$ cat config.mk
export PLATFORM = sky130hd
export DESIGN_NAME = packet_frame_decoder_flat
export DESIGN_NICKNAME = d
export VERILOG_FILES = /design/src/sv/pfd_pkg.sv /design/src/sv/pfd_if.sv /design/src/sv/packet_frame_decoder.sv /design/src/flat_wrapper.sv
export SDC_FILE = /design/constraint.sdc
export NUM_CORES = 1
export LEC_CHECK = 0
export CAP_MARGIN = 20
export CORE_ASPECT_RATIO = 0.9
export CORE_MARGIN = 10
export CORE_UTILIZATION = 40
export DETAILED_ROUTE_END_ITERATION = 10
export DONT_BUFFER_PORTS = 1
export GPL_TIMING_DRIVEN = 0
export PLACE_DENSITY = 0.5
export SETUP_SLACK_MARGIN = 0.2
export SLEW_MARGIN = 20
export SYNTH_ARGS = -nofsm -noshare
export SYNTH_HDL_FRONTEND = slang
export SYNTH_SLANG_ARGS = --single-unit
export TNS_END_PERCENT = 10
$ cat constraint.sdc
create_clock -name clock -period 4.3 [get_ports clock]
set_input_delay 0.215 -clock clock [delete_from_list [all_inputs] [get_ports clock]]
set_output_delay 0.215 -clock clock [all_outputs]
set_load 0.01 [all_outputs]
$ cat src/sv/pfd_pkg.sv
package pfd_pkg;

   localparam logic [7:0] HDR_A  = 8'hCA;
   localparam logic [7:0] HDR_B  = 8'hFE;
   localparam logic [7:0] TAIL_A = 8'hEF;
   localparam logic [7:0] TAIL_B = 8'hAC;

   localparam logic [15:0] CAPACITY_RESET = 16'd256;

   typedef enum logic [3:0] {
      ST_HDR1  = 4'd0,
      ST_HDR2  = 4'd1,
      ST_TYPE  = 4'd2,
      ST_LEN1  = 4'd3,
      ST_LEN2  = 4'd4,
      ST_DATA  = 4'd5,
      ST_SKIP  = 4'd6,
      ST_SUM   = 4'd7,
      ST_TAIL1 = 4'd8,
      ST_TAIL2 = 4'd9
   } pfd_state_type;

   typedef enum logic [2:0] {
      RC_NONE   = 3'd0,
      RC_DONE   = 3'd1,
      RC_HEADER = 3'd2,
      RC_SUM    = 3'd3,
      RC_TAIL1  = 3'd4,
      RC_TAIL2  = 3'd5
   } pfd_code_type;

   typedef struct packed {
      pfd_code_type result_code;
      logic [7:0]   packet_type;
      logic [15:0]  packet_length;
      logic         store_valid;
      logic [15:0]  store_index;
      logic [7:0]   store_byte;
      logic         payload_complete;
   } pfd_rsp_type;

endpackage

$ cat src/sv/pfd_if.sv
// received byte channel
interface pfd_req_if;
   logic       valid;
   logic       ready;
   logic [7:0] rx_byte;

   modport source (output valid, output rx_byte, input ready);
   modport sink   (input valid, input rx_byte, output ready);
endinterface

// per-byte result channel
interface pfd_rsp_if;
   import pfd_pkg::*;
   logic         valid;
   logic         ready;
   pfd_code_type result_code;
   logic [7:0]   packet_type;
   logic [15:0]  packet_length;
   logic         store_valid;
   logic [15:0]  store_index;
   logic [7:0]   store_byte;
   logic         payload_complete;

   modport source (output valid, output result_code, output packet_type,
                   output packet_length, output store_valid, output store_index,
                   output store_byte, output payload_complete, input ready);
   modport sink   (input valid, input result_code, input packet_type,
                   input packet_length, input store_valid, input store_index,
                   input store_byte, input payload_complete, output ready);
endinterface

// capacity register write channel
interface pfd_csr_if;
   logic        valid;
   logic        ready;
   logic [15:0] data;

   modport source (output valid, output data, input ready);
   modport sink   (input valid, input data, output ready);
endinterface

$ cat src/sv/packet_frame_decoder.sv
// Packet frame decoder: byte-serial deframer for
//   0xCA 0xFE | type | len lo | len hi | payload | sum | 0xEF 0xAC
// req_ch  : one received byte per item (rx_byte).
// rsp_ch  : exactly one result item per byte: result code, current type and
//           length, a payload store write (valid, index, byte) and a pulse on
//           the last stored payload byte.
// csr_ch  : writes buffer_capacity; always ready. Write only while idle.
// Result: each accepted byte's result is registered before it shows on rsp_ch.
// Throughput: one byte per cycle while req_ch.ready is high; the state update
// is one compare/add pass between the accept edge and the result register.
// Stall: a result register plus one skid register; while the receiver stalls
// one more byte is taken into the skid register, then req_ch.ready drops
// until the receiver takes a result. No result is lost or repeated.
// Reset (synchronous, active high): frame state waits for the first header
// byte, sum/type/length/position clear, capacity returns to 256, both result
// registers empty.
module packet_frame_decoder
   import pfd_pkg::*;
(
   input logic      clock,
   input logic      reset,
   pfd_req_if.sink  req_ch,
   pfd_rsp_if.source rsp_ch,
   pfd_csr_if.sink  csr_ch
);

   // frame state registers
   pfd_state_type state_ff, state_in;
   logic [7:0]    sum_ff, sum_in;
   logic [7:0]    type_ff, type_in;
   logic [15:0]   len_ff, len_in;
   logic [15:0]   pos_ff, pos_in;
   logic [15:0]   cap_ff;

   // result register and skid register
   pfd_rsp_type out_ff, out_in, skid_ff, skid_in, res;
   logic        out_valid_ff, out_valid_in, skid_valid_ff, skid_valid_in;

   logic        accept, pop;
   logic [7:0]  b;
   logic [7:0]  sum_add;
   logic [15:0] len_full;
   logic [15:0] pos_inc;

   assign b        = req_ch.rx_byte;
   assign sum_add  = sum_ff + b;
   assign len_full = {b, len_ff[7:0]};
   assign pos_inc  = pos_ff + 16'd1;

   assign req_ch.ready = !skid_valid_ff;
   assign csr_ch.ready = 1'b1;
   assign accept = req_ch.valid && req_ch.ready;
   assign pop    = out_valid_ff && rsp_ch.ready;

   // next frame state
   always_comb begin
      state_in = state_ff;
      case (state_ff)
         ST_HDR1: begin
            if (b == HDR_A) state_in = ST_HDR2;
         end
         ST_HDR2: begin
            if (b == HDR_A) state_in = ST_HDR2;
            else if (b == HDR_B) state_in = ST_TYPE;
            else state_in = ST_HDR1;
         end
         ST_TYPE: state_in = ST_LEN1;
         ST_LEN1: state_in = ST_LEN2;
         ST_LEN2: begin
            if (len_full == 16'd0) state_in = ST_SUM;
            else if (len_full < cap_ff) state_in = ST_DATA;
            else state_in = ST_SKIP;
         end
         ST_DATA, ST_SKIP: begin
            if (pos_inc == len_ff) state_in = ST_SUM;
         end
         ST_SUM: begin
            if (sum_ff != b) state_in = ST_HDR1;
            else state_in = ST_TAIL1;
         end
         ST_TAIL1: begin
            if (b == TAIL_A) state_in = ST_TAIL2;
            else state_in = ST_HDR1;
         end
         ST_TAIL2: state_in = ST_HDR1;
         default:  state_in = ST_HDR1;
      endcase
   end

   // datapath and result fields
   always_comb begin
      sum_in  = (state_ff != ST_SUM) ? sum_add : sum_ff;
      type_in = type_ff;
      len_in  = len_ff;
      pos_in  = pos_ff;
      res.result_code      = RC_NONE;
      res.store_valid      = 1'b0;
      res.store_index      = 16'd0;
      res.store_byte       = 8'd0;
      res.payload_complete = 1'b0;
      case (state_ff)
         ST_HDR1: begin
            if (b == HDR_A) sum_in = HDR_A;
         end
         ST_HDR2: begin
            if (b == HDR_A) sum_in = HDR_A;
            else if (b != HDR_B) res.result_code = RC_HEADER;
         end
         ST_TYPE: type_in = b;
         ST_LEN1: len_in = {8'd0, b};
         ST_LEN2: begin
            len_in = len_full;
            pos_in = 16'd0;
         end
         ST_DATA: begin
            res.store_valid = 1'b1;
            res.store_index = pos_ff;
            res.store_byte  = b;
            pos_in = pos_inc;
            if (pos_inc == len_ff) res.payload_complete = 1'b1;
         end
         ST_SKIP: pos_in = pos_inc;
         ST_SUM: begin
            if (sum_ff != b) res.result_code = RC_SUM;
         end
         ST_TAIL1: begin
            if (b != TAIL_A) res.result_code = RC_TAIL1;
         end
         ST_TAIL2: begin
            res.result_code = (b == TAIL_B) ? RC_DONE : RC_TAIL2;
         end
         default: ;
      endcase
      res.packet_type   = type_in;
      res.packet_length = len_in;
   end

   // result / skid steering; accept only happens with the skid empty
   always_comb begin
      out_in        = out_ff;
      out_valid_in  = out_valid_ff;
      skid_in       = skid_ff;
      skid_valid_in = skid_valid_ff;
      if (!out_valid_ff || pop) begin
         if (skid_valid_ff) begin
            out_in        = skid_ff;
            out_valid_in  = 1'b1;
            skid_valid_in = 1'b0;
         end else if (accept) begin
            out_in       = res;
            out_valid_in = 1'b1;
         end else begin
            out_valid_in = 1'b0;
         end
      end else if (accept) begin
         skid_in       = res;
         skid_valid_in = 1'b1;
      end
   end

   always_ff @(posedge clock) begin
      if (reset) begin
         state_ff      <= ST_HDR1;
         sum_ff        <= 8'd0;
         type_ff       <= 8'd0;
         len_ff        <= 16'd0;
         pos_ff        <= 16'd0;
         cap_ff        <= CAPACITY_RESET;
         out_valid_ff  <= 1'b0;
         skid_valid_ff <= 1'b0;
      end else begin
         if (accept) begin
            state_ff <= state_in;
            sum_ff   <= sum_in;
            type_ff  <= type_in;
            len_ff   <= len_in;
            pos_ff   <= pos_in;
         end
         if (csr_ch.valid) cap_ff <= csr_ch.data;
         out_valid_ff  <= out_valid_in;
         skid_valid_ff <= skid_valid_in;
      end
   end

   // payload registers, no reset
   always_ff @(posedge clock) begin
      out_ff  <= out_in;
      skid_ff <= skid_in;
   end

   assign rsp_ch.valid            = out_valid_ff;
   assign rsp_ch.result_code      = out_ff.result_code;
   assign rsp_ch.packet_type      = out_ff.packet_type;
   assign rsp_ch.packet_length    = out_ff.packet_length;
   assign rsp_ch.store_valid      = out_ff.store_valid;
   assign rsp_ch.store_index      = out_ff.store_index;
   assign rsp_ch.store_byte       = out_ff.store_byte;
   assign rsp_ch.payload_complete = out_ff.payload_complete;

endmodule

$ cat src/flat_wrapper.sv
// flat-port wrapper written by rule: the top's interface ports become plain ports
module packet_frame_decoder_flat import pfd_pkg::*;
  (clock, reset, req_ch_valid, req_ch_rx_byte, req_ch_ready, rsp_ch_valid, rsp_ch_result_code, rsp_ch_packet_type, rsp_ch_packet_length, rsp_ch_store_valid, rsp_ch_store_index, rsp_ch_store_byte, rsp_ch_payload_complete, rsp_ch_ready, csr_ch_valid, csr_ch_data, csr_ch_ready);
  pfd_req_if req_ch_i ();
  pfd_rsp_if rsp_ch_i ();
  pfd_csr_if csr_ch_i ();
  input logic clock;
  input logic reset;
  input wire logic [$bits(req_ch_i.valid)-1:0] req_ch_valid;
  input wire logic [$bits(req_ch_i.rx_byte)-1:0] req_ch_rx_byte;
  output wire logic [$bits(req_ch_i.ready)-1:0] req_ch_ready;
  output wire logic [$bits(rsp_ch_i.valid)-1:0] rsp_ch_valid;
  output wire logic [$bits(rsp_ch_i.result_code)-1:0] rsp_ch_result_code;
  output wire logic [$bits(rsp_ch_i.packet_type)-1:0] rsp_ch_packet_type;
  output wire logic [$bits(rsp_ch_i.packet_length)-1:0] rsp_ch_packet_length;
  output wire logic [$bits(rsp_ch_i.store_valid)-1:0] rsp_ch_store_valid;
  output wire logic [$bits(rsp_ch_i.store_index)-1:0] rsp_ch_store_index;
  output wire logic [$bits(rsp_ch_i.store_byte)-1:0] rsp_ch_store_byte;
  output wire logic [$bits(rsp_ch_i.payload_complete)-1:0] rsp_ch_payload_complete;
  input wire logic [$bits(rsp_ch_i.ready)-1:0] rsp_ch_ready;
  input wire logic [$bits(csr_ch_i.valid)-1:0] csr_ch_valid;
  input wire logic [$bits(csr_ch_i.data)-1:0] csr_ch_data;
  output wire logic [$bits(csr_ch_i.ready)-1:0] csr_ch_ready;
  assign req_ch_i.valid = req_ch_valid;
  assign req_ch_i.rx_byte = req_ch_rx_byte;
  assign req_ch_ready = req_ch_i.ready;
  assign rsp_ch_valid = rsp_ch_i.valid;
  assign rsp_ch_result_code = rsp_ch_i.result_code;
  assign rsp_ch_packet_type = rsp_ch_i.packet_type;
  assign rsp_ch_packet_length = rsp_ch_i.packet_length;
  assign rsp_ch_store_valid = rsp_ch_i.store_valid;
  assign rsp_ch_store_index = rsp_ch_i.store_index;
  assign rsp_ch_store_byte = rsp_ch_i.store_byte;
  assign rsp_ch_payload_complete = rsp_ch_i.payload_complete;
  assign rsp_ch_i.ready = rsp_ch_ready;
  assign csr_ch_i.valid = csr_ch_valid;
  assign csr_ch_i.data = csr_ch_data;
  assign csr_ch_ready = csr_ch_i.ready;
  packet_frame_decoder u_core (.clock(clock), .reset(reset), .req_ch(req_ch_i), .rsp_ch(rsp_ch_i), .csr_ch(csr_ch_i));
endmodule
==> results of run 1 <==
==> final cells by class <==
type / instances / area, um2
tap: 286 / 358
buffer: 49 / 225
sequential: 176 / 4580
multi-input combinational: 534 / 3660
clock buffer: 17 / 425
clock inverter: 15 / 166
timing repair buffer: 22 / 265
inverter: 26 / 97.6
fill: 1950 / 11100
==> report_power, final <==
| part | leakage [nW] | total, mW | internal [mW] | switching (mW) |
|---|---|---|---|---|
| Clock | 0.288 | 1.55 | 0.780 | 0.772 |
| Combinational | 1.87 | 0.366 | 0.156 | 0.210 |
| Sequential | 1.58 | 1.95 | 1.88 | 0.0711 |
| Total | 3.73 | 3.87 | 2.81 | 1.05 |
==> metrics by stage <==
step / total power [mW] / setup TNS [ps] / worst slack [ps] / cell area [um2] / util (%)
6_report: 3.87 / 0 / 1550 / 9780 / 46.8
5_1_grt: 4.02 / 0 / 1300 / 9780 / 46.8
4_1_cts: 3.90 / 0 / 1520 / 9780 / 46.8
3_5_place_dp: 2.34 / 0 / 1530 / 9000 / 43.1
3_3_place_gp: 2.33 / -67430 / -1280 / 8910 / 42.6
2_1_floorplan: 2.23 / 0 / 683 / 8550 / -
==> logic make-up (layout without fill, tap and decap cells) <==
logic type	count (synthesis)	after routing	share of synthesized area [%]
other cells	1	1	0.0438
mux	80	80	10.4
fa+ha+maj	24	24	3.60
xor+xnor	26	26	2.66
buf+inv	75	129	3.77
compound gates	117	117	9.35
simple gates	286	286	16.6
flops	176	176	53.6
==> synth_stat cells, types with 2 or more instances <==
cell type	number	area, um2
xnor2_1	14	123
and2_1	2	12.5
buf_4	7	52.6
xor2_1	12	105
mux2i_1	15	150
nand3_1	12	60.1
or3_1	3	18.8
nor4_1	8	50.1
a22o_1	8	70.1
nor3b_1	3	22.5
ha_1	23	288
a311oi_1	8	70.1
or4_1	2	15.0
nand4_1	8	50.1
a31oi_1	5	31.3
edfxtp_1	106	3180
buf_1	8	30.0
and4b_1	2	20.0
mux2_2	64	721
nor2_1	105	394
inv_1	26	97.6
nand3b_1	2	15.0
buf_2	6	30.0
a21o_1	7	52.6
a21oi_1	34	170
nand2b_1	8	50.1
a22oi_1	2	15.0
nor3_1	38	190
nor2b_1	7	43.8
clkbuf_1	27	101
a41oi_1	2	17.5
and3_1	30	188
a211oi_1	7	52.6
and4_1	4	35.0
o21a_1	3	22.5
nand2_1	42	158
dfxtp_1	70	1400
o31ai_1	6	45.0
o21ai_0	20	100
==> flip-flops by register name, indices dropped and copies added, names as in the netlist, 3 cells and up <==
| signal | flops |
|---|---|
| u_core.rsp_ch.packet_length | 16 |
| u_core.state_ff | 4 |
| u_core.skid_ff | 53 |
| u_core.cap_ff | 16 |
| u_core.pos_ff | 16 |
| u_core.sum_ff | 8 |
| u_core.rsp_ch.packet_type | 8 |
| u_core.rsp_ch.store_index | 16 |
| u_core.rsp_ch.store_byte | 8 |
| u_core.len_ff | 16 |
| u_core.rsp_ch.result_code | 3 |
| u_core.type_ff | 8 |
==> routing by layer <==
layer	routed length, um	global-route usage [%]	vias up	part of all wire (%)
met1	11600	24.2	3011	47
met3	1780	4.83	35	7.3
met4	634	6.37	0	2.6
li1	-	-	2964	-
met2	10400	25.8	242	43
met5	0	0	-	0
==> path summary, 6_finish.rpt <==
kind	end	slack [ps]	depth (start not counted)
worst min-delay path	u_core.skid_ff[32]$_DFFE_PP_	40	1
worst max-delay path	u_core.skid_ff[48]$_DFFE_PP_	1550	7
worst max register to register	u_core.skid_ff[48]$_DFFE_PP_	1550	7
worst min register to register	u_core.sum_ff[5]$_SDFFE_PP0P_	460	2
==> worst max-delay path: stages (launching register included) <==
cell	delay [ps]
dfxtp_1	410
inv_1	170
nand2_1	200
clkbuf_1	470
clkbuf_1	600
nor2_4	220
buf_12	240
buf_16	170
==> out/results.tsv, run 1 <==
stage	metric	value	unit
power	power.density	395	mW/mm2
global_route	overflow	0	
critical_path	cp_max_fo	25	
detailed_routing	routedWlPerCell	21.6	um
floorplan	start_util	40.9	%
place	dp.cells	1074	
sta	maxSlewHeadroom	44.8	%
layout	drive_above_1_share	15.4	%
sta	finalCritPeriodShare	64.0	%
yosys	synth_nets	838	
clocking	cts_max_path_buffers	2	
critical_path	worst_ep_arrival_time	2940	ps
floorplan	die_h	159	um
critical_path	worstSetupStartpointType	flip-flop	
critical_path	endpoint_kind	flip-flop	
clocking	cts_resized	0	
detailed_routing	firstDrtPassIters	5	
yosys	syn_avg_cell_area	10.9	um2
yosys	yosys_warnings	0	
clocking	clock_sinks	176	
yosys	async_flop_share	0	%
clocking	postCtsSetupBuffers	0	
layout	layout_commonest_cell	edfxtp_1	
layout	instances_no_fill	1125	
global_route	antenna_found_initial	1	
hold_path	worstHoldPathType	input port to flip-flop	
clocking	htree_levels	4	
critical_path	critical_path_class	flip-flop to flip-flop	
global_route	grt_pass1_vias	6209	
clocking	cts_hold_buf	19	
detailed_routing	postRouteWirelength	24.3	mm
detailed_routing	drc	0	
sta	hold_ws	38.2	ps
global_route	grt_first_pass_wirelength	37.7	mm
layout	syn_to_final_growth	14.4	%
clocking	cts_tree	done	
yosys	syn_inst	785	
critical_path	cp-startpoint	u_core.skid_valid_ff$_SDFFE_PP0P_	
sta	skew	11.8	ps
floorplan	fp.dieW	174	um
floorplan	core-area	0.0209	mm2
floorplan	die_area	0.0276	mm2
yosys	synth_seq_cells	176	
detailed_routing	post_drt_via_cell_ratio	5.56	
layout	layout_common_cells	edfxtp_1 (106), nor2_1 (104), dfxtp_1 (70), mux2_2 (64), nand2_1 (42)	
yosys	synth_flop_cell	edfxtp_1	
place	place.gp.congestion	0.879	
yosys	synth-edff-count	106	
clocking	cts-root-buf	clkbuf_16	
global_route	grt_max_degree	51	
global_route	grt_usage	17.6	%
place	port_buffers	0	
floorplan	core.rowCount	50	
yosys	synth.distinct_cells	68	
place	hpwl	17.8	mm
sta	hold_viol_final	0	
detailed_routing	ant_nets	0	
sta	fin_crit	2750	ps
yosys	ys_seq_area_share	53.6	%
hold_path	holdCritStartpoint	req_ch_rx_byte[6]	
clocking	cts.reportedPaths.clkPinSlew	70	ps
detailed_routing	drtIter0Drc	511	
power	leakagePower	3.73	nW
layout	n_antenna_cell	0	
critical_path	r2r_start	u_core.skid_valid_ff$_SDFFE_PP0P_	
yosys	syn_area	0.00855	mm2
sta	tightest_slew	828	ps
layout	final_nets	879	
run	maxCapViolCount	0	
clocking	cts_buffers	17	
sta	fmax	0.363	GHz
outcome	outcome	finished, final reports clean	
sta	setup_viol	0	
sta	rsz0062_at_grt	false	
detailed_routing	vias	6252	
power	max-vdd-ir-drop	0.250	mV
critical_path	cp.required	4490	ps
floorplan	io_pins	85	
clocking	clkLatencyLatePin	440	ps
sta	drv_slew	0	
No activity file was read; power rests on OpenSTA's default activity.
==> inputs of run 2 (changes only) <==
PLACE_DENSITY = 0.52   (was 0.5)
clock period = 2.4 ns   (was 4.3 ns; I/O delays follow)
==> run 2 against run 1 <==
Compared with the run above: first-iteration DRC count shrank 28%; sequential cell count is the same; sequential share of layout area shrank 2.7 points; routed wire length grew 0.68%; worst setup slack lost 1500 ps; final area grew 6.5%; non-clock buffer count grew 37; worst hold slack lost 6.7 ps; fmax grew 18%; clock-buffer cell count is the same; clock power grew 81%; register-to-register slack lost 1500 ps; critical path type unchanged; critical endpoint is now u_core.rsp_ch.result_code[0]$_DFFE_PP_; highest routed layer unchanged.
==> out/results.tsv, run 2 (same netlist as run 1, synthesis figures left out) <==
stage	metric	value	unit	change
outcome	outcome	finished, final reports clean		unchanged
floorplan	die_h	159	um	unchanged
layout	syn_to_final_growth	21.8	%	was 14.4%
detailed_routing	post_drt_via_cell_ratio	5.46		was 5.56
detailed_routing	drc	0		unchanged
place	place.gp.congestion	0.931		was 0.879
layout	layout_commonest_cell	edfxtp_1		unchanged
floorplan	die_area	0.0276	mm2	unchanged
global_route	antenna_found_initial	0		was 1
power	p_comb_share	10.3	%	was 9.5%
clocking	cts_tree	done		unchanged
power	leakagePower	4.06	nW	was 3.73 nW
layout	nFillCells	1921		was 1950
critical_path	cp.required	2590	ps	was 4490 ps
sta	finalCritPeriodShare	97.6	%	was 64.0%
power	internal_power	5.16	mW	was 2.81 mW
critical_path	endpoint_kind	flip-flop		unchanged
sta	hold_viol_final	0		unchanged
layout	largest-register	u_core.skid_ff		unchanged
run	maxCapViolCount	0		unchanged
critical_path	worst_ep_arrival_time	2530	ps	was 2940 ps
layout	drive_above_1_share	24.9	%	was 15.4%
power	power.density	675	mW/mm2	was 395 mW/mm2
layout	final_nets	916		was 879
critical_path	worstPathCellList	ha_1, nor4_1, nand2_1, nor4_2, inv_1, and3_1, o21a_1, mux2_2		was inv_1, nand2_1, clkbuf_1, clkbuf_1, nor2_4, buf_12, buf_16
floorplan	core-area	0.0209	mm2	unchanged
clocking	cts_max_path_buffers	2		unchanged
clocking	htree_levels	4		unchanged
power	switching_power	1.88	mW	was 1.05 mW
global_route	grt_first_pass_wirelength	38.2	mm	was 37.7 mm
layout	multi_input_area	0.00393	mm2	was 0.00366 mm2
place	place_area	0.00899	mm2	was 0.00900 mm2
detailed_routing	routedWlPerCell	21.1	um	was 21.6 um
floorplan	start_util	40.9	%	unchanged
layout	n_antenna_cell	0		unchanged
critical_path	critical_path_class	flip-flop to flip-flop		unchanged
power	switching_share	26.7	%	was 27.2%
clocking	cts_buffers	17		unchanged
detailed_routing	firstDrtPassIters	5		unchanged
global_route	grt_pass1_vias	6367		was 6209
floorplan	core.rowCount	50		unchanged
sta	skew	7.42	ps	was 11.8 ps
sta	maxSlewHeadroom	44.6	%	was 44.8%
sta	rsz0062_at_grt	true		was false
sta	drv_slew	0		unchanged
layout	layout_common_cells	edfxtp_1 (106), nor2_1 (104), mux2_2 (63), dfxtp_1 (61), nand2_1 (42)		was edfxtp_1 (106), nor2_1 (104), dfxtp_1 (70), mux2_2 (64), nand2_1 (42)
critical_path	worstSetupStartpointType	flip-flop		unchanged
sta	fin_crit	2340	ps	was 2750 ps
layout	fin_area	0.0104	mm2	was 0.00978 mm2
layout	instances_no_fill	1162		was 1125
critical_path	cpPeakStageDelay	320	ps	was 600 ps
clocking	clock_sinks	176		unchanged
clocking	cts-root-buf	clkbuf_16		unchanged
detailed_routing	drtIter0Drc	370		was 511
layout	largest_reg_flops	53		unchanged
floorplan	io_pins	85		unchanged
power	pwr-share-seq	49.7	%	was 50.4%
critical_path	cp_slowest_cell	dfxtp_1		was clkbuf_1
detailed_routing	postRouteWirelength	24.5	mm	was 24.3 mm
detailed_routing	vias	6340		was 6252
power	clkPwrFrac	40.0	%	was 40.1%
clocking	clkLatencyLatePin	440	ps	about the same
clocking	cts.reportedPaths.clkPinSlew	70	ps	about the same
sta	fmax	0.427	GHz	was 0.363 GHz
floorplan	fp.dieW	174	um	unchanged
sta	setup_viol	0		unchanged
global_route	grt_max_degree	43		was 51
detailed_routing	ant_nets	0		unchanged
place	hpwl	17.2	mm	was 17.8 mm
global_route	overflow	0		unchanged
hold_path	worstHoldPathType	input port to flip-flop		unchanged
place	port_buffers	0		unchanged
global_route	grt_usage	17.6	%	about the same
layout	regArea	0.00460	mm2	was 0.00458 mm2
critical_path	cp_max_fo	3		was 25
place	dp.cells	1074		unchanged
sta	tightest_slew	831	ps	was 828 ps
power	max-vdd-ir-drop	0.432	mV	was 0.250 mV
[run 2: worst max-delay path, delay by kind of cell, from the launching register on]
kind	cells	cell delay [ps]
AND/OR/NAND/NOR	4	900
flip-flops	1	320
adder cells (fa/ha/maj)	1	320
multiplexers	1	260
AO/OA/AOI/OAI	1	190
buffers and inverters	1	90
[run 2: cell type report]
type	count	area share [%]
Sequential cell	176	44.2
Multi-Input combinational cell	534	37.8
Timing Repair Buffer	59	5.38
Clock buffer	17	4.08
Tap cell	286	3.44
Buffer	49	2.67
Clock inverter	15	1.57
Inverter	26	0.937
[run 2: timing repair]
item	4_1_cts	5_1_grt
endpoints found under the setup margin	110	131
pin swaps	17	25
resized for setup	37	57
setup buffers	19	11
hold buffers	26	0
endpoints found under the hold margin	47	0
[run 2: worst paths after layout]
| check | start | end | slack (ps) | depth (start not counted) |
|---|---|---|---|---|
| hold reg to reg | u_core.sum_ff[5]$_SDFFE_PP0P_ | u_core.sum_ff[5]$_SDFFE_PP0P_ | 460 | 2 |
| hold / removal | req_ch_rx_byte[0] | u_core.sum_ff[0]$_SDFFE_PP0P_ | 30 | 3 |
| setup / recovery | u_core.sum_ff[6]$_SDFFE_PP0P_ | u_core.rsp_ch.result_code[0]$_DFFE_PP_ | 60 | 8 |
| setup reg to reg | u_core.sum_ff[6]$_SDFFE_PP0P_ | u_core.rsp_ch.result_code[0]$_DFFE_PP_ | 60 | 8 |
[run 2: power groups by stage]
stage / clock, mW / sequential, mW / combinational [mW]
after global routing: 3.00 / 3.51 / 0.806
after CTS: 2.87 / 3.50 / 0.689
final: 2.81 / 3.49 / 0.724
after floorplan: 0 / 3.52 / 0.468
after global placement: 0 / 3.57 / 0.595
after detailed placement: 0 / 3.57 / 0.621
[run 2: layer usage]
layer / up-vias / part of all wire, % / global-route usage (%)
li1: 3028 / - / -
met3: 60 / 6.8 / 5.07
met1: 3037 / 48 / 24.3
met5: - / 0 / 0
met2: 215 / 42 / 25.2
met4: 0 / 3.1 / 7.53
[run 2: per-stage QoR]
| stage | TNS (ps) | hold slack, ps | setup slack, ps | power, mW | util [%] |
|---|---|---|---|---|---|
| after global placement | -79690 | 259 | -818 | 4.16 | 42.7 |
| after detailed placement | -9060 | 264 | -328 | 4.19 | 43.0 |
| after CTS | 0 | 15.7 | 24.2 | 7.05 | 48.4 |
| final | 0 | 31.5 | 58.2 | 7.03 | 49.9 |
| after global routing | -77.7 | 63.5 | -41.5 | 7.31 | 49.9 |
| after floorplan | 0 | 250 | 40.1 | 3.99 | - |
==> inputs of run 3 (changes only) <==
SETUP_SLACK_MARGIN = 0.05   (was 0.2)
==> run 3 against run 2 <==
Compared with the run above: worst setup slack better by 9.8 ps; final cell count down 0.69%; core utilization down 0.85 points; clock-buffer cell count unchanged; clock power about the same; sequential power about the same; sequential cell count unchanged; register-to-register slack about the same; combinational power down 3.3%; routed wire length down 0.80%; worst hold slack worse by 4.5 ps; clock skew down 0.57 ps; critical endpoint unchanged; largest power group unchanged.
==> out/results.tsv, run 3 (same netlist as run 1, synthesis figures left out) <==
stage	metric	value	unit	change
layout	fin_area	0.0102	mm2	was 0.0104 mm2
floorplan	die_area	0.0276	mm2	unchanged
critical_path	worstPathCellList	ha_1, nor4_1, nand2_1, nor4_2, inv_1, and3_1, o21a_1, mux2_2		unchanged
critical_path	cp_max_fo	3		unchanged
place	dp.cells	1074		unchanged
clocking	cts_buffers	17		unchanged
sta	setup_ws	68.0	ps	was 58.2 ps
critical_path	endpoint_kind	flip-flop		unchanged
floorplan	core.rowCount	50		unchanged
critical_path	worst_ep_arrival_time	2520	ps	was 2530 ps
clocking	clock_sinks	176		unchanged
layout	drive_above_1_share	21.9	%	was 24.9%
floorplan	fp.dieW	174	um	unchanged
clocking	cts_max_path_buffers	2		unchanged
hold_path	holdPathStages	3		unchanged
place	hpwl	17.2	mm	unchanged
sta	skew	6.85	ps	was 7.42 ps
global_route	grtUsageMet1	24.5	%	was 24.3%
layout	final_nets	908		was 916
power	max-vdd-ir-drop	0.434	mV	was 0.432 mV
global_route	gr-usage-met2	24.8	%	was 25.2%
detailed_routing	vias	6294		was 6340
power	leakagePower	3.99	nW	was 4.06 nW
place	place.gp.congestion	0.931		unchanged
run	maxCapViolCount	0		unchanged
global_route	grt.busiest_layer	met2		unchanged
critical_path	r2r_start	u_core.sum_ff[6]$_SDFFE_PP0P_		unchanged
place	place_area	0.00899	mm2	unchanged
global_route	grt_max_degree	43		unchanged
clocking	cts.reportedPaths.clkPinSlew	70	ps	about the same
detailed_routing	postRouteWirelength	24.3	mm	was 24.5 mm
global_route	global_route.usage.met3	4.88	%	was 5.07%
layout	instances_no_fill	1154		was 1162
clocking	cts_tree	done		unchanged
clocking	clkLatencyLatePin	440	ps	about the same
place	port_buffers	0		unchanged
critical_path	timing.rr.end	u_core.rsp_ch.result_code[0]$_DFFE_PP_		unchanged
layout	syn_to_final_growth	19.7	%	was 21.8%
layout	n_antenna_cell	0		unchanged
sta	rsz0062_at_grt	true		unchanged
layout	largest-register	u_core.skid_ff		unchanged
hold_path	worstHoldPathType	input port to flip-flop		unchanged
detailed_routing	drtIter0Drc	443		was 370
layout	regArea	0.00460	mm2	about the same
critical_path	reg2reg_depth	8		unchanged
layout	layout_common_cells	edfxtp_1 (106), nor2_1 (103), dfxtp_1 (65), mux2_2 (63), nand2_1 (42)		was edfxtp_1 (106), nor2_1 (104), mux2_2 (63), dfxtp_1 (61), nand2_1 (42)
critical_path	critical_path_class	flip-flop to flip-flop		unchanged
place	place_ws	-328	ps	unchanged
layout	largest_reg_flops	53		unchanged
critical_path	cp.required	2590	ps	about the same
clocking	htree_levels	4		unchanged
clocking	cts-root-buf	clkbuf_16		unchanged
layout	nFillCells	1931		was 1921
detailed_routing	routedWlPerCell	21.1	um	about the same
critical_path	cpPeakStageDelay	320	ps	about the same
sta	hold_viol_final	0		unchanged
critical_path	r2r_setup_slack	70	ps	was 60 ps
hold_path	min_to	u_core.sum_ff[0]$_SDFFE_PP0P_		unchanged
detailed_routing	firstDrtPassIters	5		unchanged
detailed_routing	ant_nets	0		unchanged
global_route	grt_usage	17.5	%	was 17.6%
layout	layout_commonest_cell	edfxtp_1		unchanged
sta	fin_crit	2330	ps	was 2340 ps
sta	tightest_slew	825	ps	was 831 ps
sta	maxSlewHeadroom	45.0	%	was 44.6%
outcome	outcome	finished, final reports clean		unchanged
critical_path	worstSetupStartpointType	flip-flop		unchanged
global_route	grt_pass1_vias	6266		was 6367
floorplan	io_pins	85		unchanged
sta	drv_slew	0		unchanged
floorplan	die_h	159	um	unchanged
critical_path	cp_slowest_cell	dfxtp_1		unchanged
layout	multi_input_area	0.00383	mm2	was 0.00393 mm2
detailed_routing	post_drt_via_cell_ratio	5.45		was 5.46
hold_path	holdCritStartpoint	req_ch_rx_byte[0]		unchanged
power	power.density	684	mW/mm2	was 675 mW/mm2
sta	finalCritPeriodShare	97.2	%	was 97.6%
detailed_routing	drc	0		unchanged
sta	fmax	0.429	GHz	was 0.427 GHz
global_route	overflow	0		unchanged
floorplan	core-area	0.0209	mm2	unchanged
sta	setup_viol	0		unchanged
floorplan	start_util	40.9	%	unchanged
global_route	grt_first_pass_wirelength	38.0	mm	was 38.2 mm
global_route	antenna_found_initial	0		unchanged
[run 3: changes by cell type in the layout (fill, tap and decap cells not counted), moves of 3 or more]
cell,previous run,this run
dfxtp_2,7,3
clkbuf_2,13,10
buf_4,31,23
buf_2,2,5
dfxtp_1,61,65
[run 3: worst max-delay path by stage]
stage                                            startpoint  cells after the start                                        to  slack (ps)
after detailed placement      u_core.pos_ff[0]$_SDFFE_PP0P_                      9  u_core.rsp_ch.payload_complete$_DFFE_PP_        -330
after global routing          u_core.sum_ff[6]$_SDFFE_PP0P_                      8    u_core.rsp_ch.result_code[0]$_DFFE_PP_         -40
after CTS                     u_core.pos_ff[7]$_SDFFE_PP0P_                      9  u_core.rsp_ch.payload_complete$_DFFE_PP_         -10
final                         u_core.sum_ff[6]$_SDFFE_PP0P_                      8    u_core.rsp_ch.result_code[0]$_DFFE_PP_          70
after global placement    u_core.skid_valid_ff$_SDFFE_PP0P_                      5              u_core.skid_ff[31]$_DFFE_PP_        -820
after floorplan           u_core.skid_valid_ff$_SDFFE_PP0P_                      2  u_core.rsp_ch.packet_length[0]$_DFFE_PP_          40
[run 3: area by class of cell]
type                            instances  share of cell area, %
Buffer                                 49                   2.68
Clock buffer                           17                   4.15
Clock inverter                         15                   1.60
Inverter                               26                  0.953
Multi-Input combinational cell        534                   37.4
Sequential cell                       176                   44.9
Tap cell                              286                   3.50
Timing Repair Buffer                   51                   4.84
[run 3: critical path, delay by kind of cell, from the launching register on]
kind            cells  cell delay (ps)
fa+ha+maj           1              320
compound gates      1              190
simple gates        4              900
flops               1              320
buf+inv             1               90
mux                 1              260
[run 3: repair_timing]
| item | in CTS | in global routing |
|---|---|---|
| setup endpoints to repair | 84 | 92 |
| hold endpoints to repair | 47 | 0 |
| hold buffers | 26 | 0 |
| setup buffers | 7 | 15 |
| pin swaps | 5 | 14 |
| resized for setup | 17 | 50 |
[run 3: power breakdown]
group          switching, mW  internal (mW)  leakage [nW]
registers              0.128           3.36          1.58
logic                  0.403          0.297          2.12
clock network           1.33           1.48         0.291
total                   1.86           5.14          3.99
[run 3: per-layer routing]
layer	share of wire, %	vias to the layer above
met5	0	-
met4	2.9	0
met3	7.2	54
met2	42	225
met1	48	3006
li1	-	3009
[run 3: stage by stage]
step	utilization (%)	setup TNS, ps	total power, mW	hold slack [ps]
final	49.0	0	7.00	27.0
after global routing	49.0	-56.6	7.29	65.5
after CTS	47.6	-11.8	7.05	15.7
after detailed placement	43.0	-9060	4.19	264
after global placement	42.7	-79690	4.16	259
after floorplan	-	0	3.99	250
